`config.mk`:
```
export PLATFORM = sky130hd
export DESIGN_NAME = icsp_record_program_sequencer
export DESIGN_NICKNAME = d
export VERILOG_FILES = /design/src/rtl/irps_pkg.sv /design/src/rtl/irps_front.sv /design/src/rtl/irps_queue.sv /design/src/rtl/irps_back.sv /design/src/rtl/icsp_record_program_sequencer.sv
export SDC_FILE = /design/constraint.sdc
export NUM_CORES = 1
export LEC_CHECK = 0
export BUFFER_PORTS_ARGS = -buffer_cell sky130_fd_sc_hd__buf_2
export CORE_ASPECT_RATIO = 1.5
export CORE_UTILIZATION = 54
export DETAILED_ROUTE_END_ITERATION = 16
export PLACE_DENSITY_LB_ADDON = 0.2
export SLEW_MARGIN = 20
export SYNTH_ARGS = -nofsm -noshare
export SYNTH_HDL_FRONTEND = slang
export SYNTH_HIERARCHICAL = 1
export SYNTH_SLANG_ARGS = --single-unit
```
`constraint.sdc`:
```
create_clock -name clock -period 3.8 [get_ports clock]
set_clock_uncertainty 0.05 [all_clocks]
set_input_delay 0 -clock clock [delete_from_list [all_inputs] [get_ports clock]]
set_output_delay 0 -clock clock [all_outputs]
set_load 0.01 [all_outputs]
```
`src/rtl/irps_pkg.sv`:
```
// Shared types, constants and field layout for the ICSP record program sequencer.
package irps_pkg;

   localparam int ADDRESS_BITS   = 22;
   localparam int CFG_BASE_BITS  = 22;
   localparam int LENGTH_BITS    = 8;
   localparam int BYTE_BITS      = 8;
   localparam int WORD_BITS      = 16;
   localparam int CMD_BITS       = 4;
   localparam int PTR_BITS       = 24;
   localparam int CMP_BITS       = (ADDRESS_BITS > CFG_BASE_BITS) ? ADDRESS_BITS : CFG_BASE_BITS;

   localparam int REQ_FIELD_BITS = BYTE_BITS + ADDRESS_BITS + LENGTH_BITS;
   localparam int REQ_DATA_BITS  = ((REQ_FIELD_BITS + 7) / 8) * 8;
   localparam int RSP_FIELD_BITS = CMD_BITS + WORD_BITS;
   localparam int RSP_DATA_BITS  = ((RSP_FIELD_BITS + 7) / 8) * 8;
   localparam int RSP_USER_BITS  = 3;

   localparam int CSR_INDEX_BITS = 1;
   localparam int CSR_DATA_BITS  = CFG_BASE_BITS;

   localparam int QUEUE_DEPTH    = 4;
   localparam int QUEUE_PTR_BITS = $clog2(QUEUE_DEPTH);
   localparam int QUEUE_CNT_BITS = $clog2(QUEUE_DEPTH + 1);

   localparam logic [CSR_INDEX_BITS-1:0] REG_CONFIG_BASE = 1'd0;
   localparam logic [CSR_INDEX_BITS-1:0] REG_MAX_LENGTH  = 1'd1;

   localparam logic [CFG_BASE_BITS-1:0] CONFIG_BASE_RESET = 22'h300000;
   localparam logic [LENGTH_BITS-1:0]   MAX_LENGTH_RESET  = 8'd32;

   localparam logic [CMD_BITS-1:0] CMD_CORE           = 4'h0;
   localparam logic [CMD_BITS-1:0] CMD_WRITE_POSTINC2 = 4'hd;
   localparam logic [CMD_BITS-1:0] CMD_START_PROG     = 4'hf;

   localparam logic [WORD_BITS-1:0] OP_BSF_EECON1_EEPGD = 16'h8ea6;
   localparam logic [WORD_BITS-1:0] OP_BSF_EECON1_CFGS  = 16'h8ca6;
   localparam logic [WORD_BITS-1:0] OP_BCF_EECON1_CFGS  = 16'h9ca6;
   localparam logic [BYTE_BITS-1:0] OP_MOVLW_HIGH       = 8'h0e;
   localparam logic [WORD_BITS-1:0] OP_MOVWF_TBLPTRU    = 16'h6ef8;
   localparam logic [WORD_BITS-1:0] OP_MOVWF_TBLPTRH    = 16'h6ef7;
   localparam logic [WORD_BITS-1:0] OP_MOVWF_TBLPTRL    = 16'h6ef6;
   localparam logic [BYTE_BITS-1:0] PAD_BYTE            = 8'hff;

   typedef enum logic [1:0] {
      ERR_NONE       = 2'd0,
      ERR_TOO_LONG   = 2'd1,
      ERR_ODD_LENGTH = 2'd2,
      ERR_ODD_START  = 2'd3
   } err_type;

   typedef enum logic [1:0] {
      MODE_IDLE = 2'd0,
      MODE_CFG  = 2'd1,
      MODE_LOW  = 2'd2,
      MODE_HIGH = 2'd3
   } mode_type;

   typedef enum logic [1:0] {
      PRE_NONE,
      PRE_CFG,
      PRE_CODE
   } pre_type;

   typedef enum logic [1:0] {
      FIN_NONE,
      FIN_START,
      FIN_POSTINC
   } fin_type;

   typedef enum logic [3:0] {
      STEP_ERR,
      STEP_PRE0,
      STEP_PRE1,
      STEP_PTR0,
      STEP_PTR1,
      STEP_PTR2,
      STEP_PTR3,
      STEP_PTR4,
      STEP_PTR5,
      STEP_FIN,
      STEP_HOLD
   } step_type;

   // One unit of work for the back end: everything one input byte asks for.
   typedef struct packed {
      err_type                 err;
      pre_type                 pre;
      logic                    load_ptr;
      fin_type                 fin;
      logic [ADDRESS_BITS-1:0] addr;
      logic [WORD_BITS-1:0]    word;
   } job_type;

   typedef struct packed {
      logic    valid;
      job_type job;
   } job_msg_type;

endpackage

```
`src/rtl/irps_front.sv`:
```
// Front end: accepts record bytes, tracks the record mode and classifies each byte into a job.
module irps_front (
   input  logic                               clock,
   input  logic                               reset,
   input  logic                               req_tvalid,
   output logic                               req_tready,
   input  logic [irps_pkg::REQ_DATA_BITS-1:0] req_tdata,
   input  logic                               req_tuser,
   input  logic                               req_tlast,
   input  logic                               csr_valid,
   output logic                               csr_ready,
   input  logic [irps_pkg::CSR_INDEX_BITS-1:0] csr_index,
   input  logic [irps_pkg::CSR_DATA_BITS-1:0] csr_data,
   input  logic                               queue_full,
   output irps_pkg::job_msg_type              push_msg
);
   import irps_pkg::*;

   mode_type                 mode_ff, mode_in;
   logic [BYTE_BITS-1:0]     held_ff, held_in;
   logic [CFG_BASE_BITS-1:0] config_base_ff;
   logic [LENGTH_BITS-1:0]   max_len_ff;

   logic [BYTE_BITS-1:0]    data_byte;
   logic [ADDRESS_BITS-1:0] byte_address;
   logic [LENGTH_BITS-1:0]  record_length;
   logic                    accept;
   logic                    in_config;
   logic [WORD_BITS-1:0]    cfg_word;

   assign data_byte     = req_tdata[BYTE_BITS-1:0];
   assign byte_address  = req_tdata[BYTE_BITS +: ADDRESS_BITS];
   assign record_length = req_tdata[BYTE_BITS + ADDRESS_BITS +: LENGTH_BITS];

   assign req_tready = !queue_full;
   assign csr_ready  = 1'b1;
   assign accept     = req_tvalid && req_tready;
   assign in_config  = CMP_BITS'(byte_address) >= CMP_BITS'(config_base_ff);
   assign cfg_word   = byte_address[0] ? {data_byte, 8'h00} : {8'h00, data_byte};

   always_ff @(posedge clock) begin
      if (reset) begin
         config_base_ff <= CONFIG_BASE_RESET;
         max_len_ff     <= MAX_LENGTH_RESET;
      end else if (csr_valid && csr_ready) begin
         case (csr_index)
            REG_CONFIG_BASE: config_base_ff <= csr_data;
            REG_MAX_LENGTH:  max_len_ff     <= csr_data[LENGTH_BITS-1:0];
            default: ;
         endcase
      end
   end

   always_ff @(posedge clock) begin
      if (reset) begin
         mode_ff <= MODE_IDLE;
         held_ff <= '0;
      end else begin
         mode_ff <= mode_in;
         held_ff <= held_in;
      end
   end

   always_comb begin
      mode_in               = mode_ff;
      held_in               = held_ff;
      push_msg.valid        = 1'b0;
      push_msg.job.err      = ERR_NONE;
      push_msg.job.pre      = PRE_NONE;
      push_msg.job.load_ptr = 1'b0;
      push_msg.job.fin      = FIN_NONE;
      push_msg.job.addr     = byte_address;
      push_msg.job.word     = cfg_word;
      if (accept) begin
         if (req_tuser) begin
            mode_in = MODE_IDLE;
            if (record_length == '0) begin
               // empty record: nothing to write
            end else if (record_length > max_len_ff) begin
               push_msg.valid   = 1'b1;
               push_msg.job.err = ERR_TOO_LONG;
            end else if (in_config) begin
               push_msg.valid        = 1'b1;
               push_msg.job.pre      = PRE_CFG;
               push_msg.job.load_ptr = 1'b1;
               push_msg.job.fin      = FIN_START;
               mode_in               = req_tlast ? MODE_IDLE : MODE_CFG;
            end else if (record_length[0]) begin
               push_msg.valid   = 1'b1;
               push_msg.job.err = ERR_ODD_LENGTH;
            end else if (byte_address[0]) begin
               push_msg.valid   = 1'b1;
               push_msg.job.err = ERR_ODD_START;
            end else begin
               push_msg.valid        = 1'b1;
               push_msg.job.pre      = PRE_CODE;
               push_msg.job.load_ptr = 1'b1;
               push_msg.job.word     = {PAD_BYTE, data_byte};
               if (req_tlast) begin
                  push_msg.job.fin = FIN_START;
               end else begin
                  held_in = data_byte;
                  mode_in = MODE_HIGH;
               end
            end
         end else begin
            case (mode_ff)
               MODE_CFG: begin
                  push_msg.valid        = 1'b1;
                  push_msg.job.load_ptr = 1'b1;
                  push_msg.job.fin      = FIN_START;
                  if (req_tlast) mode_in = MODE_IDLE;
               end
               MODE_LOW: begin
                  if (req_tlast) begin
                     push_msg.valid    = 1'b1;
                     push_msg.job.fin  = FIN_START;
                     push_msg.job.word = {PAD_BYTE, data_byte};
                     mode_in           = MODE_IDLE;
                  end else begin
                     held_in = data_byte;
                     mode_in = MODE_HIGH;
                  end
               end
               MODE_HIGH: begin
                  push_msg.valid    = 1'b1;
                  push_msg.job.word = {data_byte, held_ff};
                  if (req_tlast) begin
                     push_msg.job.fin = FIN_START;
                     mode_in          = MODE_IDLE;
                  end else begin
                     push_msg.job.fin = FIN_POSTINC;
                     mode_in          = MODE_LOW;
                  end
               end
               default: ;  // idle: drop stray bytes
            endcase
         end
      end
   end

endmodule

```
`src/rtl/irps_queue.sv`:
```
// Short job queue between the front and back ends.
module irps_queue (
   input  logic                  clock,
   input  logic                  reset,
   input  irps_pkg::job_msg_type push_msg,
   output logic                  full,
   output irps_pkg::job_msg_type head_msg,
   input  logic                  pop
);
   import irps_pkg::*;

   job_type                   mem_ff [QUEUE_DEPTH];
   logic [QUEUE_PTR_BITS-1:0] wr_ptr_ff, wr_ptr_in;
   logic [QUEUE_PTR_BITS-1:0] rd_ptr_ff, rd_ptr_in;
   logic [QUEUE_CNT_BITS-1:0] count_ff, count_in;
   logic                      do_push;
   logic                      do_pop;

   assign full           = count_ff == QUEUE_CNT_BITS'(QUEUE_DEPTH);
   assign head_msg.valid = count_ff != '0;
   assign head_msg.job   = mem_ff[rd_ptr_ff];
   assign do_push        = push_msg.valid && !full;
   assign do_pop         = pop && head_msg.valid;

   always_comb begin
      wr_ptr_in = wr_ptr_ff;
      rd_ptr_in = rd_ptr_ff;
      count_in  = count_ff;
      if (do_push) wr_ptr_in = wr_ptr_ff + 1'b1;
      if (do_pop)  rd_ptr_in = rd_ptr_ff + 1'b1;
      if (do_push && !do_pop) count_in = count_ff + 1'b1;
      else if (!do_push && do_pop) count_in = count_ff - 1'b1;
   end

   always_ff @(posedge clock) begin
      if (reset) begin
         wr_ptr_ff <= '0;
         rd_ptr_ff <= '0;
         count_ff  <= '0;
      end else begin
         wr_ptr_ff <= wr_ptr_in;
         rd_ptr_ff <= rd_ptr_in;
         count_ff  <= count_in;
      end
   end

   always_ff @(posedge clock) begin
      if (do_push) mem_ff[wr_ptr_ff] <= push_msg.job;
   end

`ifndef SYNTHESIS
   a_count_bound: assert property (@(posedge clock) disable iff (reset)
      count_ff <= QUEUE_CNT_BITS'(QUEUE_DEPTH))
      else $error("queue count beyond depth");
   a_pop_lowers: assert property (@(posedge clock) disable iff (reset)
      (do_pop && !do_push) |=> count_ff == $past(count_ff) - 1'b1)
      else $error("queue count not lowered on pop");
   a_ptr_gap: assert property (@(posedge clock) disable iff (reset)
      (count_ff == '0) |-> (wr_ptr_ff == rd_ptr_ff))
      else $error("queue pointers disagree when empty");
`endif

endmodule

```
`src/rtl/irps_back.sv`:
```
// Back end: expands each job into ICSP command and operand words through an output register.
module irps_back (
   input  logic                               clock,
   input  logic                               reset,
   input  irps_pkg::job_msg_type              head_msg,
   output logic                               pop,
   output logic                               rsp_tvalid,
   input  logic                               rsp_tready,
   output logic [irps_pkg::RSP_DATA_BITS-1:0] rsp_tdata,
   output logic [irps_pkg::RSP_USER_BITS-1:0] rsp_tuser,
   output logic                               rsp_tlast
);
   import irps_pkg::*;

   step_type             step_ff, step_in, step_next, step_first;
   logic                 active_ff, active_in;
   job_type              job_ff;
   logic                 rsp_valid_ff, rsp_valid_in;
   logic [CMD_BITS-1:0]  cmd_ff;
   logic [WORD_BITS-1:0] operand_ff;
   logic                 hold_ff;
   err_type              err_ff;
   logic                 last_ff;

   logic [CMD_BITS-1:0]  cmd;
   logic [WORD_BITS-1:0] operand;
   logic                 hold;
   err_type              err;
   logic                 is_last;
   logic                 advance;
   logic [PTR_BITS-1:0]  ptr;

   assign ptr     = PTR_BITS'(job_ff.addr);
   assign advance = active_ff && (!rsp_valid_ff || rsp_tready);
   assign pop     = head_msg.valid && (!active_ff || (advance && is_last));

   always_comb begin
      if (head_msg.job.err != ERR_NONE)      step_first = STEP_ERR;
      else if (head_msg.job.pre != PRE_NONE) step_first = STEP_PRE0;
      else if (head_msg.job.load_ptr)        step_first = STEP_PTR0;
      else                                   step_first = STEP_FIN;
   end

   // word generator for the current step
   always_comb begin
      cmd       = CMD_CORE;
      operand   = '0;
      hold      = 1'b0;
      err       = ERR_NONE;
      is_last   = 1'b0;
      step_next = step_ff;
      case (step_ff)
         STEP_ERR: begin
            err     = job_ff.err;
            is_last = 1'b1;
         end
         STEP_PRE0: begin
            operand   = OP_BSF_EECON1_EEPGD;
            step_next = STEP_PRE1;
         end
         STEP_PRE1: begin
            operand   = (job_ff.pre == PRE_CODE) ? OP_BCF_EECON1_CFGS : OP_BSF_EECON1_CFGS;
            step_next = STEP_PTR0;
         end
         STEP_PTR0: begin
            operand   = {OP_MOVLW_HIGH, ptr[23:16]};
            step_next = STEP_PTR1;
         end
         STEP_PTR1: begin
            operand   = OP_MOVWF_TBLPTRU;
            step_next = STEP_PTR2;
         end
         STEP_PTR2: begin
            operand   = {OP_MOVLW_HIGH, ptr[15:8]};
            step_next = STEP_PTR3;
         end
         STEP_PTR3: begin
            operand   = OP_MOVWF_TBLPTRH;
            step_next = STEP_PTR4;
         end
         STEP_PTR4: begin
            operand   = {OP_MOVLW_HIGH, ptr[7:0]};
            step_next = STEP_PTR5;
         end
         STEP_PTR5: begin
            operand = OP_MOVWF_TBLPTRL;
            if (job_ff.fin == FIN_NONE) is_last = 1'b1;
            else step_next = STEP_FIN;
         end
         STEP_FIN: begin
            operand = job_ff.word;
            if (job_ff.fin == FIN_START) begin
               cmd       = CMD_START_PROG;
               step_next = STEP_HOLD;
            end else begin
               cmd     = CMD_WRITE_POSTINC2;
               is_last = 1'b1;
            end
         end
         STEP_HOLD: begin
            hold    = 1'b1;
            is_last = 1'b1;
         end
         default: is_last = 1'b1;
      endcase
   end

   always_comb begin
      active_in = active_ff;
      step_in   = step_ff;
      if (pop) begin
         active_in = 1'b1;
         step_in   = step_first;
      end else if (advance) begin
         if (is_last) active_in = 1'b0;
         else step_in = step_next;
      end
      if (advance)         rsp_valid_in = 1'b1;
      else if (rsp_tready) rsp_valid_in = 1'b0;
      else                 rsp_valid_in = rsp_valid_ff;
   end

   always_ff @(posedge clock) begin
      if (reset) begin
         step_ff      <= STEP_ERR;
         active_ff    <= 1'b0;
         rsp_valid_ff <= 1'b0;
      end else begin
         step_ff      <= step_in;
         active_ff    <= active_in;
         rsp_valid_ff <= rsp_valid_in;
      end
   end

   always_ff @(posedge clock) begin
      if (pop) job_ff <= head_msg.job;
      if (advance) begin
         cmd_ff     <= cmd;
         operand_ff <= operand;
         hold_ff    <= hold;
         err_ff     <= err;
         last_ff    <= is_last;
      end
   end

   assign rsp_tvalid = rsp_valid_ff;
   assign rsp_tdata  = {(RSP_DATA_BITS - RSP_FIELD_BITS)'(0), operand_ff, cmd_ff};
   assign rsp_tuser  = {err_ff, hold_ff};
   assign rsp_tlast  = last_ff;

`ifndef SYNTHESIS
   a_err_alone: assert property (@(posedge clock) disable iff (reset)
      (rsp_valid_ff && err_ff != ERR_NONE) |-> (last_ff && cmd_ff == CMD_CORE && !hold_ff))
      else $error("error result not a lone final word");
   a_start_then_hold: assert property (@(posedge clock) disable iff (reset)
      (rsp_valid_ff && cmd_ff == CMD_START_PROG) |-> !last_ff)
      else $error("start programming word closes a run");
   a_hold_last: assert property (@(posedge clock) disable iff (reset)
      (rsp_valid_ff && hold_ff) |-> (last_ff && operand_ff == '0))
      else $error("hold marker not final or not empty");
   a_pop_when_free: assert property (@(posedge clock) disable iff (reset)
      pop |-> (head_msg.valid && (!active_ff || is_last)))
      else $error("job taken while another is in flight");
`endif

endmodule

```
`src/rtl/icsp_record_program_sequencer.sv`:
```
// Top level of the ICSP record program sequencer: front end, job queue and back end.
// Each job passes from the job queue into the back-end job register, and each result word
// then into the output register. One result word per cycle unless rsp_tready stalls; a
// byte yields one result for an error, ten for a record's first config byte, eight for a
// later config byte and eight or ten for a first code byte.
// Reset (synchronous, active high) clears the queue, the record mode, the output and
// restores config_base to 0x300000 and max_record_length to 32.
module icsp_record_program_sequencer (
   input  logic                                clock,
   input  logic                                reset,
   input  logic                                req_tvalid,
   output logic                                req_tready,
   // data_byte[7:0], byte_address[29:8], record_length[37:30], zero pad
   input  logic [irps_pkg::REQ_DATA_BITS-1:0]  req_tdata,
   // first_byte
   input  logic                                req_tuser,
   input  logic                                req_tlast,
   output logic                                rsp_tvalid,
   input  logic                                rsp_tready,
   // icsp_command[3:0], icsp_operand[19:4], zero pad
   output logic [irps_pkg::RSP_DATA_BITS-1:0]  rsp_tdata,
   // hold_for_programming[0], error_code[2:1]
   output logic [irps_pkg::RSP_USER_BITS-1:0]  rsp_tuser,
   output logic                                rsp_tlast,
   input  logic                                csr_valid,
   output logic                                csr_ready,
   input  logic [irps_pkg::CSR_INDEX_BITS-1:0] csr_index,
   input  logic [irps_pkg::CSR_DATA_BITS-1:0]  csr_data
);
   import irps_pkg::*;

   job_msg_type push_msg;
   job_msg_type head_msg;
   logic        queue_full;
   logic        pop;

   irps_front u_front (
      .clock      (clock),
      .reset      (reset),
      .req_tvalid (req_tvalid),
      .req_tready (req_tready),
      .req_tdata  (req_tdata),
      .req_tuser  (req_tuser),
      .req_tlast  (req_tlast),
      .csr_valid  (csr_valid),
      .csr_ready  (csr_ready),
      .csr_index  (csr_index),
      .csr_data   (csr_data),
      .queue_full (queue_full),
      .push_msg   (push_msg)
   );

   irps_queue u_queue (
      .clock    (clock),
      .reset    (reset),
      .push_msg (push_msg),
      .full     (queue_full),
      .head_msg (head_msg),
      .pop      (pop)
   );

   irps_back u_back (
      .clock      (clock),
      .reset      (reset),
      .head_msg   (head_msg),
      .pop        (pop),
      .rsp_tvalid (rsp_tvalid),
      .rsp_tready (rsp_tready),
      .rsp_tdata  (rsp_tdata),
      .rsp_tuser  (rsp_tuser),
      .rsp_tlast  (rsp_tlast)
   );

endmodule

```
* Yosys cells after proc, flatten, opt, wreduce, memory -nomap -nowiden
Memory sizes are Yosys's and may differ from the RTL's. A register that Yosys moved wholly into a read port is not among the register bits. Index checks and enable logic that the tools add are counted.
Storage, ports and cells: bits in registers 121, bits in latches 0, bits in writable memories 180, ROM bits 0, input port bits 70, output and inout port bits 31, word-level logic and storage cells 165, memories 1
Memory list:
- u_queue.mem_ff | words 4, bits a word 45, rd ports 1, clocked after memory_dff 1, wr ports 1, line irps_queue.sv:12 | job_type mem_ff [QUEUE_DEPTH];
Operators by class: add/sub/neg operators 4, multiply operators 0, div/mod/pow operators 0, order comparisons 2, equal/unequal tests 25, shift-type cells 0, multiplexer cells 76, bitwise operators 1, reductions and logical operators 36
Operator list (number):
- 16-bit two-way mux | 9
- 16-bit one-hot mux with 9 select lines | 1
- 8-bit two-way mux | 10
- 4-bit two-way mux | 9
- 4-bit one-hot mux with 9 select lines | 1
- 2-bit two-way mux | 16
- 16-bit one-hot mux with 2 select lines | 1
- 22-bit greater-or-equal comparator | 1
- 5-bit two-way mux | 4
- 4-bit by 3-bit equality test with 1-bit output, second input constant | 4
- 1-bit two-way mux | 16
- 2-bit nonzero test | 7
- 13-bit two-way mux | 1
- 4-bit equality test, second input constant | 3
- 3-bit two-way mux | 4
- 2-bit != test, second input constant | 6
- 2-bit one-hot mux with 3 select lines | 2
- 10-bit nonzero test | 1
- 4-bit by 2-bit equality test with 1-bit output, second input constant | 2
- 8-bit greater-than comparator | 1
- 1-bit logical AND | 8
- 8-bit logical NOT | 1
- 7-bit AND reduction | 1
- 7-bit OR reduction | 1
- other kinds (22) | 34

* Longest topological paths before layout
word-level depth 13, mapped depth 14, depth with buffers taken out 13

* Hierarchy
Netlist, hierarchy kept.
Modules (own cells, without submodules):
- irps_queue | instances 1, cells an instance 283, area an instance 7023.0 sq um, seq. area each 5585.4 sq um
- irps_front | instances 1, cells an instance 412, area an instance 3125.5 sq um, seq. area each 800.8 sq um
- irps_back | instances 1, cells an instance 211, area an instance 2927.8 sq um, seq. area each 2102.0 sq um

* Least setup slack after synthesis
No wires, ideal clock.
kind reg-to-reg, start point reg u_back.step_ff[0], end point reg u_queue.count_ff[2], library setup time 70 ps, data arrival time 3652 ps, required time 3680 ps, slack 28 ps, cell stages (with the launch flop) 12, buffers on the path 1, period minus slack after synthesis 3772 ps, cell sequence dfxtp_1 -> buf_6 -> or3_4 -> o221a_4 -> o2bb2ai_2 -> o31ai_2 -> ha_1 -> inv_1 -> fa_1 -> xor2_1 -> or3_1 -> a21oi_1
Between the ends: word-level cells in the longest chain between the ends 10, elaborated cells between the ends (all ways) 20, those cells by class eq/ne (9); mux (2); reduce/logical (9)
Ends and longest elaborated chain:
- from (decl) | line irps_back.sv:15 | step_type step_ff, step_in, step_next, step_first;
- from (signal assigned) | line irps_back.sv:129 | step_ff <= step_in;
- 4-bit by 1-bit equality test with 1-bit output (tied with other cells) | line irps_back.sv:52 | case (step_ff)
- 7-bit OR reduction (no line)
- 1-bit one-hot mux with 3 select lines * | line irps_back.sv:52
- 1-bit logical AND * | line irps_back.sv:35 | assign pop = head_msg.valid && (!active_ff || (advance && is_last));
- 1-bit logical OR * | line irps_back.sv:35
- 1-bit logical AND * | line irps_back.sv:35
- via pop | line icsp_record_program_sequencer.sv:35 | logic pop;
- 1-bit logical AND * | line irps_queue.sv:23 | assign do_pop = pop && head_msg.valid;
- 1-bit logical NOT | line irps_queue.sv:31 | if (do_push && !do_pop) count_in = count_ff + 1'b1;
- 1-bit logical AND | line irps_queue.sv:31
- 3-bit two-way mux / 2-bit nonzero test (equally long branches)
- to (signal assigned) | line irps_queue.sv:43 | count_ff <= count_in;
- to (decl) | line irps_queue.sv:15 | logic [QUEUE_CNT_BITS-1:0] count_ff, count_in;
The timed path passes the listed nets; every way through them passes the cells marked *. A chain may end at the register's enable or synchronous reset.

==> impl_results.md <==
- Top-count cell post-synth: edfxtp_1
- Number of synthesized flops with an enable pin: 246
- Slew headroom: 35.23%
- Global-route wire length before repair: roughly 40 mm
- Initial DRT Pass Iterations: 5
- Post-synth top area cell: edfxtp_1
- Tot GR Track Use: a little over a fifth
- Vias in the first global route: approximately 7400
- Final Instance Area: 15110 sq um
- Hold Slack: -0.0004449 ns
- Maxcap violations: 0
- Hold path depth: 3
- Total Wirelength: 25.48 mm
- Setup crit start kind: register
- RR Endpoint: u_queue/count_ff[2]$_SDFFE_PP0P_
- Final period util: a little over four fifths
- DRT iter0 DRCs: ~430
- Die width: 129.1 microns
- CTS tree: done
- # setup viols final: 0
- Setup Fix Bufs, Post-CTS: 0
- Worst slew pin tran: approximately 1 ns
- Setup TNS: 0 ns
- Die area: 24850 sq um
- CP max stage delay: about 0.37 ns
- Switching Share: 27.12%
- Initial core utilization: between 50 and 60%
- Layout cell share with drive strength beyond 1: about a fifth
- Post-synthesis cell count: between 900 and 1000
- Sequential area share after synthesis: 64.91%
- WL/cell: 18.49 microns
- CP arrival: approximately 3.6 ns
- Synth top area share: 56.49%
- Leakage: between 5 and 6 nW
- P_int: 6.470 mW
- Initial antenna violation count: 0
- PD cells: ~590 nW/um^2
- Antenna Nets Post-Route: 0
- WP data required: 4.22 ns
- Flop2flop setup slack: approximately 0.64 ns
- Status: finished, violations left
- Share of total power in sequential cells: 51.1%
- Fillers: approximately 1700
- Area delta synth->final: 15.56%
- Crit path capture type: register
- Top cells by area, synth: edfxtp_1 56%, dfxtp_1 8.4%, mux4_2 6.9%, ha_1 3.7%, nand2_1 2.3%
- RSZ-0062 raised after global routing: false
- Final Hold Viols: 1
- Port bufs: between 90 and 100
- Min-delay src: reset
- Synth top cells by count: 246 x edfxtp_1, 81 x nand2_1, 55 x a21oi_1, 55 x dfxtp_1, 48 x inv_1
- Post-synth ARST share: 0%
- CTS Buf Count: 28
- Logic pwr share: about a fifth
- Sw Pwr: 2.407 mW
- Ys Warns: 6
- Clk root buf: clkbuf_16
- Min-Delay Path Class: input port to register
- Syn_area_per_cell: between 10 and 15 sq um
- Placed Area: between 10000 and 15000 sq um
- Hold Path End: u_back/active_ff$_SDFFE_PP0P_
- Post-Syn Area: 13080 sq um
- Power share of the clock group: roughly 30%
- Min Tclk post-route: approximately 3.2 ns
- Post_cts resized: 0
- DR vias: between 7000 and 8000
- Cells along the critical path: inv_1 -> ha_1 -> a211oi_1 -> or3_1 -> a21oi_1 -> inv_1 -> nor2_1 -> ha_1 -> inv_1 -> fa_1 -> xor2_1 -> or3_1 -> a21oi_1
- Placed Cells: between 1000 and 1500
- Max-slew violations: 0
- Final-stage net count: about 1100
- FP Rows: 69
- CP Max Fanout: 8
- Number of diodes: 0
- Clock buffer depth: 3
- Core ar.: about 24000 sq um
- Clk sinks: approximately 300
- Reg2reg path depth: 13
- Setup Crit Path Kind: register to register
- Final HPWL DP: approximately 17 mm
- RR Startpoint: u_front/mode_ff[0]$_SDFFE_PP0P_
- Critical path's slowest cell: fa_1
- Failing checks: negative hold slack
- Final cell count without fillers: between 1000 and 1500
- I/O pin count: about 100
- Htree depth: 1
- Clk_lat worst skew: ~0.55 ns
- Clock Pin Slew Worst Setup and Hold Paths: 0.07 ns
- #FFs+latches synth: 301
- DR vias/cell: between 5 and 6
- Yosys cell types: 75
- GR Overflow Total: 0
- Critical path's most frequent cell: inv_1
- Max Clock Freq: approximately 320 MHz
- Synth Flop Type: edfxtp_1
- Largest net degree at the start of global routing: between 60 and 70
- Drt drc: 0
- Die H: between 150 and 200 microns
- Worst vdd ir: between 400 and 500 uV
- Final GP Congestion: ~0.9
==> layout by cell type, fill, tap and decap left out, drive strengths merged, types with 3 or more instances in the layout <==
cell,count
o211ai,9
nand2b,9
o31ai,3
a21o,3
o21a,4
clkbuf,41
a21oi,57
nor2,34
nand4,14
conb,5
and3,4
nor3,4
dlygate4sd3,60
clkinv,10
a211oi,8
buf,110
inv,49
edfxtp,246
a31oi,4
nor2b,14
a211o,5
xor2,4
or3,7
nand3b,9
o22ai,3
nor3b,3
mux4,45
ha,39
mux2i,7
nand3,24
and2,10
a2bb2oi,8
or4,3
o21ai,27
a22o,10
nand2,82
dfxtp,55
==> worst max path at each step <==
stage	start	end	slack, ns	cells past startpoint
3_5_place_dp	u_front/mode_ff[0]$_SDFFE_PP0P_	u_queue/count_ff[2]$_SDFFE_PP0P_	0.65	13
5_1_grt	u_front/mode_ff[0]$_SDFFE_PP0P_	u_queue/count_ff[2]$_SDFFE_PP0P_	0.35	13
2_1_floorplan	u_back/step_ff[0]$_SDFFE_PP0P_	u_queue/count_ff[2]$_SDFFE_PP0P_	0.03	11
3_3_place_gp	u_front/mode_ff[0]$_SDFFE_PP0P_	u_queue/count_ff[2]$_SDFFE_PP0P_	0.70	13
6_report	u_front/mode_ff[0]$_SDFFE_PP0P_	u_queue/count_ff[2]$_SDFFE_PP0P_	0.64	13
4_1_cts	u_front/mode_ff[0]$_SDFFE_PP0P_	u_queue/count_ff[2]$_SDFFE_PP0P_	0.64	13
==> cells by family after synthesis <==
group                      synth area share (%)
AOI/OAI and AO/OA                         8.430
xor gates and xnor gates                 0.2679
adders and majority gates                 3.885
buffers and inverters                     5.157
DFF                                       64.91
muxes                                     8.516
other                                   0.05743
and+or+nand+nor                           8.774
==> flip-flops by register name, summed over array words and instances, names as in the netlist, named ones only <==
name / count
u_queue/wr_ptr_ff: 2
u_queue/count_ff: 3
u_front/max_len_ff: 8
u_back/active_ff: 1
u_queue/rd_ptr_ff: 2
u_back/err_ff: 2
u_back/operand_ff: 16
u_back/rsp_tvalid: 1
u_front/config_base_ff: 22
u_back/job_ff: 44
u_back/hold_ff: 1
u_back/cmd_ff: 2
u_front/held_ff: 8
u_queue/mem_ff: 180
u_back/step_ff: 4
u_back/rsp_tlast: 1
u_front/mode_ff: 2
==> power groups by stage <==
stage	sequential, mW	clock [mW]	combinational (mW)
floorplan	4.52	0	1.26
global placement	4.61	0	1.67
detailed placement	4.62	0	1.69
CTS	4.55	2.67	1.74
global route	4.59	2.79	1.90
finish	4.53	2.62	1.73
==> stage by stage <==
step	setup WS [ns]	utilization [%]	total power, mW
floorplan	0.02833	-	5.781
detailed placement	0.6469	57.50	6.308
global placement	0.7001	57.50	6.275
CTS	0.6421	63.65	8.959
global route	0.3466	63.65	9.288
finish	0.6363	63.65	8.877
==> worst max-delay path, delay by kind of cell (launching register included) <==
family / cells / cell delay [ns]
buffers and inverters: 3 / 0.22
adders and majority gates: 3 / 0.94
and+or+nand+nor: 3 / 0.95
AOI/OAI and AO/OA: 3 / 0.40
xor gates and xnor gates: 1 / 0.17
DFF: 1 / 0.35
==> metal layers <==
metal,routed length [microns],GRT usage (%),up-vias
met1,10620,27.26,3728
li1,-,-,3666
met2,12860,36.22,204
met4,1070,9.774,0
met3,935,2.218,58
met5,0,0,-
==> area by class of cell <==
| class | instances | area, sq um | area share (%) |
|---|---|---|---|
| clock buffers | 41 | 759.5 | 5.026 |
| clock inverters | 11 | 98.84 | 0.6541 |
| inverters | 50 | 188.9 | 1.250 |
| multi-input cells | 486 | 3943 | 26.09 |
| flip-flops and latches | 301 | 8491 | 56.19 |
| well taps | 319 | 399.1 | 2.641 |
| repair buffers | 170 | 1231 | 8.148 |
==> what timing repair did <==
item,CTS,global route
hold buffers,60,0
setup endpoints to repair,0,0
endpoints found under the hold margin,206,0
No activity file was read; power rests on OpenSTA's default activity.
